[src/hdl/mmh_pkg.sv]
package mmh_pkg;

  localparam logic [63:0] HASH_MUL   = 64'hc6a4a7935bd1e995;
  localparam int          MIX_SHIFT  = 47;
  localparam logic [3:0]  WORD_BYTES = 4'd8;

  typedef enum logic [2:0] {
    OP_TOTAL,
    OP_WORD,
    OP_MIX_T,
    OP_H_XOR_T,
    OP_H_XOR_LOW,
    OP_MIX_H
  } mul_op_t;

  typedef enum logic [2:0] {
    WB_NONE,
    WB_H_INIT,
    WB_T,
    WB_H,
    WB_OUT
  } wb_t;

  typedef enum logic [3:0] {
    ST_IDLE,
    ST_DISPATCH,
    ST_INIT_MUL,
    ST_INIT_WB,
    ST_W_MUL,
    ST_W_WB,
    ST_MIX_MUL,
    ST_MIX_WB,
    ST_H_MUL,
    ST_H_WB,
    ST_FIN_MUL,
    ST_FIN_WB
  } state_t;

  typedef struct packed {
    logic    load_in;
    logic    mul_go;
    mul_op_t op;
    wb_t     wb;
  } cmd_t;

  typedef struct packed {
    logic first;
    logic last;
    logic full;
    logic partial;
  } sts_t;

  function automatic logic [63:0] mix47(input logic [63:0] v);
    mix47 = v ^ (v >> MIX_SHIFT);
  endfunction

endpackage

[src/hdl/multiplicative_mix_hash_64_core.sv]
// 64-bit multiplicative mix hash (MurmurHash64A byte-string form) over a stream of
// little-endian 64-bit words. Mark the first word of a key with in_first_word (it
// restarts the hash from the seed and in_total_length) and the final word with
// in_last_word, which produces one out_hash_value transaction. Byte counts above 8
// count as 8; a key of zero bytes is one transaction with byte count 0. The seed
// must be written through cfg_we/cfg_wdata only while the core is idle; the core
// does not enforce this. One item is handled at a time, and every 64-bit multiply
// by the constant runs in a single shared multiplier (a MUL state registers the
// partial products, a WB state stores the result). An item needs N multiplies,
// N = (1 if first) + (3 full word, 1 partial, 0 none) + (1 if last). The result
// sits in an output register; a new item is taken while it waits, and the core
// only stalls at the end of a later key while the previous hash is still untaken.
module multiplicative_mix_hash_64_core
  import mmh_pkg::*;
(
  input  logic        clk,
  input  logic        rst_n,
  input  logic        cfg_we,
  input  logic [63:0] cfg_wdata,
  input  logic        in_valid,
  output logic        in_ready,
  input  logic [63:0] in_data_word,
  input  logic [3:0]  in_byte_count,
  input  logic        in_first_word,
  input  logic        in_last_word,
  input  logic [63:0] in_total_length,
  output logic        out_valid,
  input  logic        out_ready,
  output logic [63:0] out_hash_value
);

  cmd_t cmd;
  sts_t sts;

  mmh_ctrl u_ctrl (
    .clk       (clk),
    .rst_n     (rst_n),
    .in_valid  (in_valid),
    .in_ready  (in_ready),
    .out_valid (out_valid),
    .out_ready (out_ready),
    .sts       (sts),
    .cmd       (cmd)
  );

  mmh_datapath u_datapath (
    .clk             (clk),
    .rst_n           (rst_n),
    .cmd             (cmd),
    .sts             (sts),
    .cfg_we          (cfg_we),
    .cfg_wdata       (cfg_wdata),
    .in_data_word    (in_data_word),
    .in_byte_count   (in_byte_count),
    .in_first_word   (in_first_word),
    .in_last_word    (in_last_word),
    .in_total_length (in_total_length),
    .out_hash_value  (out_hash_value)
  );

endmodule

[src/hdl/mmh_mul.sv]
module mmh_mul
  import mmh_pkg::*;
(
  input  logic        clk,
  input  logic        mul_go,
  input  logic [63:0] mul_a,
  output logic [63:0] mul_res
);

  logic [63:0] pp_ll_r;
  logic [31:0] pp_lh_r;
  logic [31:0] pp_hl_r;
  logic [31:0] cross_sum;

  // low 64 bits of a * HASH_MUL from three 32x32 partial products
  always_ff @(posedge clk) begin
    if (mul_go) begin
      pp_ll_r <= {32'd0, mul_a[31:0]} * {32'd0, HASH_MUL[31:0]};
      pp_lh_r <= mul_a[31:0] * HASH_MUL[63:32];
      pp_hl_r <= mul_a[63:32] * HASH_MUL[31:0];
    end
  end

  assign cross_sum = pp_lh_r + pp_hl_r;
  assign mul_res   = pp_ll_r + {cross_sum, 32'd0};

endmodule

[src/hdl/mmh_datapath.sv]
module mmh_datapath
  import mmh_pkg::*;
(
  input  logic        clk,
  input  logic        rst_n,
  input  cmd_t        cmd,
  output sts_t        sts,
  input  logic        cfg_we,
  input  logic [63:0] cfg_wdata,
  input  logic [63:0] in_data_word,
  input  logic [3:0]  in_byte_count,
  input  logic        in_first_word,
  input  logic        in_last_word,
  input  logic [63:0] in_total_length,
  output logic [63:0] out_hash_value
);

  logic [63:0] seed_r;
  logic [63:0] h_r;
  logic [63:0] t_r;
  logic [63:0] word_r;
  logic [63:0] total_r;
  logic [3:0]  cnt_r;
  logic        first_r;
  logic        last_r;
  logic [63:0] hash_r;
  logic [3:0]  cnt_sat;
  logic [63:0] low_word;
  logic [63:0] mul_a;
  logic [63:0] mul_res;

  assign cnt_sat = (in_byte_count > WORD_BYTES) ? WORD_BYTES : in_byte_count;

  always_ff @(posedge clk) begin
    if (!rst_n) begin
      seed_r  <= '0;
      h_r     <= '0;
      cnt_r   <= '0;
      first_r <= 1'b0;
      last_r  <= 1'b0;
    end else begin
      if (cfg_we) begin
        seed_r <= cfg_wdata;
      end
      if (cmd.load_in) begin
        cnt_r   <= cnt_sat;
        first_r <= in_first_word;
        last_r  <= in_last_word;
      end
      if (cmd.wb == WB_H_INIT) begin
        h_r <= seed_r ^ mul_res;
      end else if (cmd.wb == WB_H) begin
        h_r <= mul_res;
      end
    end
  end

  always_ff @(posedge clk) begin
    if (cmd.load_in) begin
      word_r  <= in_data_word;
      total_r <= in_total_length;
    end
    if (cmd.wb == WB_T) begin
      t_r <= mul_res;
    end
    if (cmd.wb == WB_OUT) begin
      hash_r <= mix47(mul_res);
    end
  end

  // keep only the valid low bytes of a partial word
  always_comb begin
    for (int i = 0; i < 8; i++) begin
      low_word[i*8 +: 8] = (4'(i) < cnt_r) ? word_r[i*8 +: 8] : 8'h00;
    end
  end

  always_comb begin
    unique case (cmd.op)
      OP_TOTAL:     mul_a = total_r;
      OP_WORD:      mul_a = word_r;
      OP_MIX_T:     mul_a = mix47(t_r);
      OP_H_XOR_T:   mul_a = h_r ^ t_r;
      OP_H_XOR_LOW: mul_a = h_r ^ low_word;
      OP_MIX_H:     mul_a = mix47(h_r);
      default:      mul_a = total_r;
    endcase
  end

  mmh_mul u_mul (
    .clk     (clk),
    .mul_go  (cmd.mul_go),
    .mul_a   (mul_a),
    .mul_res (mul_res)
  );

  assign sts.first   = first_r;
  assign sts.last    = last_r;
  assign sts.full    = (cnt_r == WORD_BYTES);
  assign sts.partial = (cnt_r != 4'd0) && (cnt_r != WORD_BYTES);

  assign out_hash_value = hash_r;

endmodule

[src/hdl/mmh_ctrl.sv]
module mmh_ctrl
  import mmh_pkg::*;
(
  input  logic clk,
  input  logic rst_n,
  input  logic in_valid,
  output logic in_ready,
  output logic out_valid,
  input  logic out_ready,
  input  sts_t sts,
  output cmd_t cmd
);

  state_t state_r;
  state_t state_nxt;
  logic   out_valid_r;
  logic   out_valid_nxt;

  function automatic state_t data_step(input sts_t s);
    priority if (s.full) begin
      data_step = ST_W_MUL;
    end else if (s.partial) begin
      data_step = ST_H_MUL;
    end else if (s.last) begin
      data_step = ST_FIN_MUL;
    end else begin
      data_step = ST_IDLE;
    end
  endfunction

  always_ff @(posedge clk) begin
    if (!rst_n) begin
      state_r     <= ST_IDLE;
      out_valid_r <= 1'b0;
    end else begin
      state_r     <= state_nxt;
      out_valid_r <= out_valid_nxt;
    end
  end

  always_comb begin
    state_nxt     = state_r;
    out_valid_nxt = out_valid_r && !out_ready;
    in_ready      = 1'b0;
    cmd.load_in   = 1'b0;
    cmd.mul_go    = 1'b0;
    cmd.op        = OP_TOTAL;
    cmd.wb        = WB_NONE;
    unique case (state_r)
      ST_IDLE: begin
        in_ready = 1'b1;
        if (in_valid) begin
          cmd.load_in = 1'b1;
          state_nxt   = ST_DISPATCH;
        end
      end
      ST_DISPATCH: begin
        state_nxt = sts.first ? ST_INIT_MUL : data_step(sts);
      end
      ST_INIT_MUL: begin
        cmd.mul_go = 1'b1;
        cmd.op     = OP_TOTAL;
        state_nxt  = ST_INIT_WB;
      end
      ST_INIT_WB: begin
        cmd.wb    = WB_H_INIT;
        state_nxt = data_step(sts);
      end
      ST_W_MUL: begin
        cmd.mul_go = 1'b1;
        cmd.op     = OP_WORD;
        state_nxt  = ST_W_WB;
      end
      ST_W_WB: begin
        cmd.wb    = WB_T;
        state_nxt = ST_MIX_MUL;
      end
      ST_MIX_MUL: begin
        cmd.mul_go = 1'b1;
        cmd.op     = OP_MIX_T;
        state_nxt  = ST_MIX_WB;
      end
      ST_MIX_WB: begin
        cmd.wb    = WB_T;
        state_nxt = ST_H_MUL;
      end
      ST_H_MUL: begin
        cmd.mul_go = 1'b1;
        cmd.op     = sts.full ? OP_H_XOR_T : OP_H_XOR_LOW;
        state_nxt  = ST_H_WB;
      end
      ST_H_WB: begin
        cmd.wb    = WB_H;
        state_nxt = sts.last ? ST_FIN_MUL : ST_IDLE;
      end
      ST_FIN_MUL: begin
        cmd.mul_go = 1'b1;
        cmd.op     = OP_MIX_H;
        state_nxt  = ST_FIN_WB;
      end
      ST_FIN_WB: begin
        // wait here until the output register is free
        if (!out_valid_r || out_ready) begin
          cmd.wb        = WB_OUT;
          out_valid_nxt = 1'b1;
          state_nxt     = ST_IDLE;
        end
      end
      default: begin
        state_nxt = ST_IDLE;
      end
    endcase
  end

  assign out_valid = out_valid_r;

endmodule
[config.mk]
export PLATFORM = sky130hd
export DESIGN_NAME = multiplicative_mix_hash_64_core
export DESIGN_NICKNAME = d
export VERILOG_FILES = /design/src/hdl/mmh_pkg.sv /design/src/hdl/multiplicative_mix_hash_64_core.sv /design/src/hdl/mmh_mul.sv /design/src/hdl/mmh_datapath.sv /design/src/hdl/mmh_ctrl.sv
export SDC_FILE = /design/constraint.sdc
export NUM_CORES = 2
export LEC_CHECK = 0
export ABC_AREA = 1
export ABC_CLOCK_PERIOD_IN_PS = 12800
export BUFFER_PORTS_ARGS = -buffer_cell sky130_fd_sc_hd__buf_2
export CORE_MARGIN = 1.5
export CORE_UTILIZATION = 47
export CTS_CLUSTER_DIAMETER = 30
export DETAILED_ROUTE_END_ITERATION = 16
export GPL_TIMING_DRIVEN = 0
export MAX_ROUTING_LAYER = met4
export PLACE_DENSITY = 0.76
export SETUP_SLACK_MARGIN = 0.4
export SKIP_LAST_GASP = 1
export SLEW_MARGIN = 30
export SYNTH_ARGS = -nofsm -noshare
export SYNTH_HDL_FRONTEND = slang
export SYNTH_SLANG_ARGS = --single-unit
[constraint.sdc]
create_clock -name clk -period 12.8 [get_ports clk]
set_input_delay 0.64 -clock clk [delete_from_list [all_inputs] [get_ports clk]]
set_output_delay 0.64 -clock clk [all_outputs]
set_load 0.01 [all_outputs]
# == Word-level counts from Yosys, hierarchy flattened ==
# Index checks and enable logic that the tools add are counted.
# op_classes
n_addsub,2
n_mul,3
order_cmp,9
eq_ne,24
muxes,28
bitwise_logic,6
reduce_logical,10
# op_table
cell,count
$pmux W64 S5,1
$xor A64 B17 Y64,3
$xor A64 B64 Y64,3
$mux W64,2
$add A63 B64 Y64,1
$mul A32 B31 Y32 const B,2
$mux W8,8
$mul A32 B31 Y63 const B,1
$pmux W4 S12,1
$add A32 B32 Y32,1
$mux W4,7
$eq A4 B4 Y1 const B,5
$pmux W4 S5,1
$eq A4 B3 Y1 const B,4
$lt A3 B4 Y1 const A,4
$eq A3 B2 Y1 const B,4
$pmux W3 S4,1
$eq A3 B3 Y1 const B,3
$eq A4 B2 Y1 const B,2
$lt A1 B4 Y1 const A,2
$lt A2 B4 Y1 const A,2
$eq A3 B1 Y1 const B,2
$mux W3,2
$mux W1,5
13 further kinds,15
# totals
ff_bits,522
inputBits,203
out_inout_bits,66
word_cells,96

# == Depth between registers and ports, before layout ==
# logic_depth
ltp_word,7
ltp_mapped,45
ltp_nobuf,43

# == Cells and area by module ==
# Synthesis repeated with hierarchy kept, for this count alone.
# unflattened
hier_cells,7138
area_unflattened_um2,63185.6
# by_module_without_submodules
module,instances,cells_each,area_per_inst_um2,seq_area_each_um2
mmh_mul,1,5012,44546.5,3783.6
mmh_datapath,1,2051,18216.2,10369.9
mmh_ctrl,1,75,422.9,100.1

# == Worst setup path after synthesis ==
# Ideal clock, no wire load.
# synth_timing
path_type,register to register
start,reg u_ctrl.state_r[2]
end,reg u_datapath.u_mul.pp_ll_r[57] (data pin)
setup_ps,265
arrival_ps,7936
t_required_ps,12535
slack_ps,4599
path_stages_with_launch,36
n_path_buf,4
period_less_slack_ps,8201
cell_sequence,dfxtp_1 -> inv_1 -> nor2_2 -> o22ai_2 -> inv_2 -> buf_2 -> buf_2 -> clkbuf_1 -> buf_2 -> o21a_1 -> inv_1 -> fa_1 -> inv_1 -> ha_1 -> inv_1 -> fa_1 -> inv_1 -> fa_1 -> inv_1 -> fa_1 -> inv_1 -> fa_1 -> fa_1 -> inv_1 -> fa_1 -> inv_1 -> ha_1 -> a21oi_1 -> o21ai_0 -> a211oi_1 -> o21ai_0 -> a21oi_1 -> o21ai_0 -> a21oi_1 -> o21ai_0 -> xor2_1
# synth_via
elab_chain_len,5
elab_cells_between_ends,13
classes_between,1 x mul; 10 x eq/ne; 2 x mux
# synth_lines
item,line_no,source
from (decl),mmh_ctrl.sv:14,state_t state_r;
from (signal assigned),mmh_ctrl.sv:36,state_r <= state_nxt;
"$eq A4 B4 Y1, or another cell as far along",mmh_ctrl.sv:49,unique case (state_r)
$pmux W4 S5 *,mmh_ctrl.sv:49,
"$eq A3 B3 Y1, or another cell as far along",mmh_datapath.sv:79,unique case (cmd.op)
$pmux W64 S5 *,mmh_datapath.sv:79,
$mul A32 B31 Y63 *,mmh_mul.sv:18,"pp_ll_r <= {32'd0, mul_a[31:0]} * {32'd0, HASH_MUL[31:0]};"
to (signal assigned),mmh_mul.sv:18,
to (decl),mmh_mul.sv:10,logic [63:0] pp_ll_r;
# Mark *: on every way between the ends. The rest lies on a longest branch, timed or not.
# A chain may end at the register's enable or synchronous reset.

# == Final worst setup path ==
# layout_timing
start,reg u_ctrl.state_r[2]
end,reg u_datapath.u_mul.pp_ll_r[48] (data pin)
# The elaborated chain is that of the path after synthesis.

==> flow_summary.ini <==
[outcome]
status = complete, no violations

[synthesis]
yosys.area.top_type_share_pct = 25.50
yosys_warnings = 0
synth_edf_count = 382
synth.most_common_cell = inv_1
async_flop_share_pct = 0
synth_seq_cells = 521
ys_seq_area_share_pct = 23.79
netlist_top_cells_count = inv_1, ha_1, fa_1
syn_area_sq_mm = 0.05990
yosysUniqueCellTypes = 58
synth.area.top_cells = fa_1, edfxtp_1, ha_1, inv_1, dfxtp_1
synth_area_per_cell_sq_um = 9.410
synthesis.nets = 8205
syn_inst = 6366
ys.flop_type = edfxtp_1
yosysTopAreaCell = fa_1

[final_layout]
fillers = 11200
syn_to_final_growth_pct = 12.96
drive_gt1_share_pct = 8.457
fin_nets = 8606

[clock_tree]
h-tree-depth = 3
cts_resized = 0
clock_latency_ps = 710
cts_root_buffer = clkbuf_16
cts_buffer_depth = 3
clock-sinks = 521
clk_pin_slew_worst_paths_ps = 50
cts_tree = done
cts-buffers-inserted = 94
cts_setup_buffers = 0
cts_hold_buffers = 0

[floorplanning]
ioPinCount = 269
dieArea_sq_mm = 0.1296
die_y_microns = 360.0
initial_core_util_pct = 47.52
placementRows = 130
die_x_microns = 360.0
core_area_sq_mm = 0.1261

[worst_setup_path]
crit_slowest_cell = o21a_1
worst-path-buf-inv = 13
cp_common_cell = inv_1
path_class = flip-flop to flip-flop
critPathLaunchType = flip-flop
r2r-start = u_ctrl.state_r[2]$_SDFFE_PN0P_
max_stage_delay_ps = 900
crit_family = adder cells
cp_data_arrival_time_ps = 11670
cp.required_ps = 13310
ff2ff_setup_slack_ps = 1640
rr_endpoint = u_datapath.u_mul.pp_ll_r[48]$_DFFE_PN_
reg2reg_depth = 35
cp-end-kind = flip-flop
path_max_fanout = 13

[timing]
relSlewSlack_pct = 21.97
slew_violations = 0
setup_violations = 0
tightest_slew_ps = 1166
timing.fmax_ghz = 0.08960
rsz0062_at_grt = false
finalHoldViolations = 0
finalSetupTns_ps = 0
skew_ps = 84.74
fin_crit_sh_pct = 87.19
finalCriticalPeriod_ps = 11160

[worst_hold_path]
min_delay_path_depth = 1
worstHoldStart = in_data_word[20]
hold_path_end = u_datapath.word_r[20]$_DFFE_PP_
min_path_type = input pin to flip-flop

[routing]
drcViolationCount = 0
drt_iter0_markers = 5307
routed_wl_mm = 210.2
routedWlPerCell_microns = 24.73
antenna_left = 0
vias_per_cell = 5.612
firstDrtPassIters = 6
vias = 47700

[place]
port_buffers = 267
dpl.hpwl_mm = 173.2
gp_congestion = 1.052

[global_route]
grt_pass1_vias = 49070
grt_overflow = 0
grt_pass1_wl_mm = 309.5
grtUsageTotal_pct = 33.49
grt_max_degree = 74
antenna_found_initial = 4

[run]
cap_viol_max_count = 0
-- per-stage QoR --
step | setup WS [ps] | hold slack [ps] | util [%] | cell area [sq um] | cells
4_1_cts | 1890 | 89.04 | 53.67 | 67660 | 8496
5_1_grt | 1277 | 103.7 | 53.68 | 67670 | 8499
6_report | 1640 | 110.9 | 53.68 | 67670 | 8499
3_3_place_gp | 1224 | 484.3 | 50.22 | 63300 | 8283
2_1_floorplan | 4599 | 454.3 | - | 59900 | 6366
3_5_place_dp | 1972 | 498.9 | 50.97 | 64260 | 8321
-- cell type report --
cell class / count / area (sq um) / share of cell area (%)
diodes: 3 / 7.507 / 0.01109
well taps: 1650 / 2064 / 3.051
clock inverters: 70 / 920.9 / 1.361
flip-flops and latches: 521 / 14250 / 21.06
multi-input cells: 4172 / 39670 / 58.62
repair buffers: 305 / 1956 / 2.890
plain buffers: 100 / 410.4 / 0.6065
clock buffers: 105 / 2477 / 3.661
inverters: 1573 / 5912 / 8.737
-- registers in the layout, indices dropped and copies added, names as in the netlist, 32 cells and up --
register	count
u_datapath.u_mul.pp_lh_r	32
u_datapath.seed_r	64
u_datapath.out_hash_value	64
u_datapath.total_r	64
u_datapath.word_r	64
u_datapath.t_r	64
u_datapath.h_r	64
u_datapath.u_mul.pp_ll_r	62
u_datapath.u_mul.pp_hl_r	32
-- worst max path at each step --
stage                                    from                                endpoint  slack, ps  depth (start not counted)
6_report       u_ctrl.state_r[2]$_SDFFE_PN0P_  u_datapath.u_mul.pp_ll_r[48]$_DFFE_PN_       1640                         35
5_1_grt        u_ctrl.state_r[2]$_SDFFE_PN0P_  u_datapath.u_mul.pp_ll_r[48]$_DFFE_PN_       1280                         35
4_1_cts        u_ctrl.state_r[2]$_SDFFE_PN0P_  u_datapath.u_mul.pp_ll_r[48]$_DFFE_PN_       1890                         35
3_5_place_dp   u_ctrl.state_r[2]$_SDFFE_PN0P_  u_datapath.u_mul.pp_ll_r[48]$_DFFE_PN_       1970                         35
3_3_place_gp   u_ctrl.state_r[2]$_SDFFE_PN0P_  u_datapath.u_mul.pp_ll_r[54]$_DFFE_PN_       1220                         33
2_1_floorplan  u_ctrl.state_r[2]$_SDFFE_PN0P_  u_datapath.u_mul.pp_ll_r[57]$_DFFE_PN_       4600                         35
-- cells by family (layout without fill, tap and decap cells) --
kind of cell | Yosys count | after routing | synth area share (%)
xor+xnor | 269 | 269 | 3.933
compound gates | 931 | 931 | 8.875
flops | 521 | 521 | 23.79
fa+ha+maj | 1636 | 1636 | 43.73
buf+inv | 1673 | 2153 | 10.54
other cells | 0 | 3 | 0
simple gates | 1336 | 1336 | 9.128
-- routing by layer --
metal  wire [microns]  share of wire, %  global-route usage (%)  vias up
met5                0                 0                       -        -
met4            14960               7.1                   19.59        0
li1                 -                 -                       -    21100
met1            81530                39                   41.74    23470
met2            92660                44                   50.72     2524
met3            21010                10                   6.544      605
-- cell usage in the layout (no fill, tap or decap), types with 20 or more instances in the layout --
master        n
a21oi_1     336
o21ai_0     326
dfxtp_1     139
a31oi_1      35
nand2_1     721
ha_1        873
nor2_1      354
edfxtp_1    382
nand3_1     162
inv_1      1561
o21bai_1     26
xor2_1      185
buf_2       282
xnor2_1      78
fa_1        763
nor3_1       24
clkbuf_1     69
clkbuf_16    97
o21a_1       20
Power is left out: the tool's default activity adds up to more than one toggle a clock period on the data nets, which glitch-free logic cannot reach.
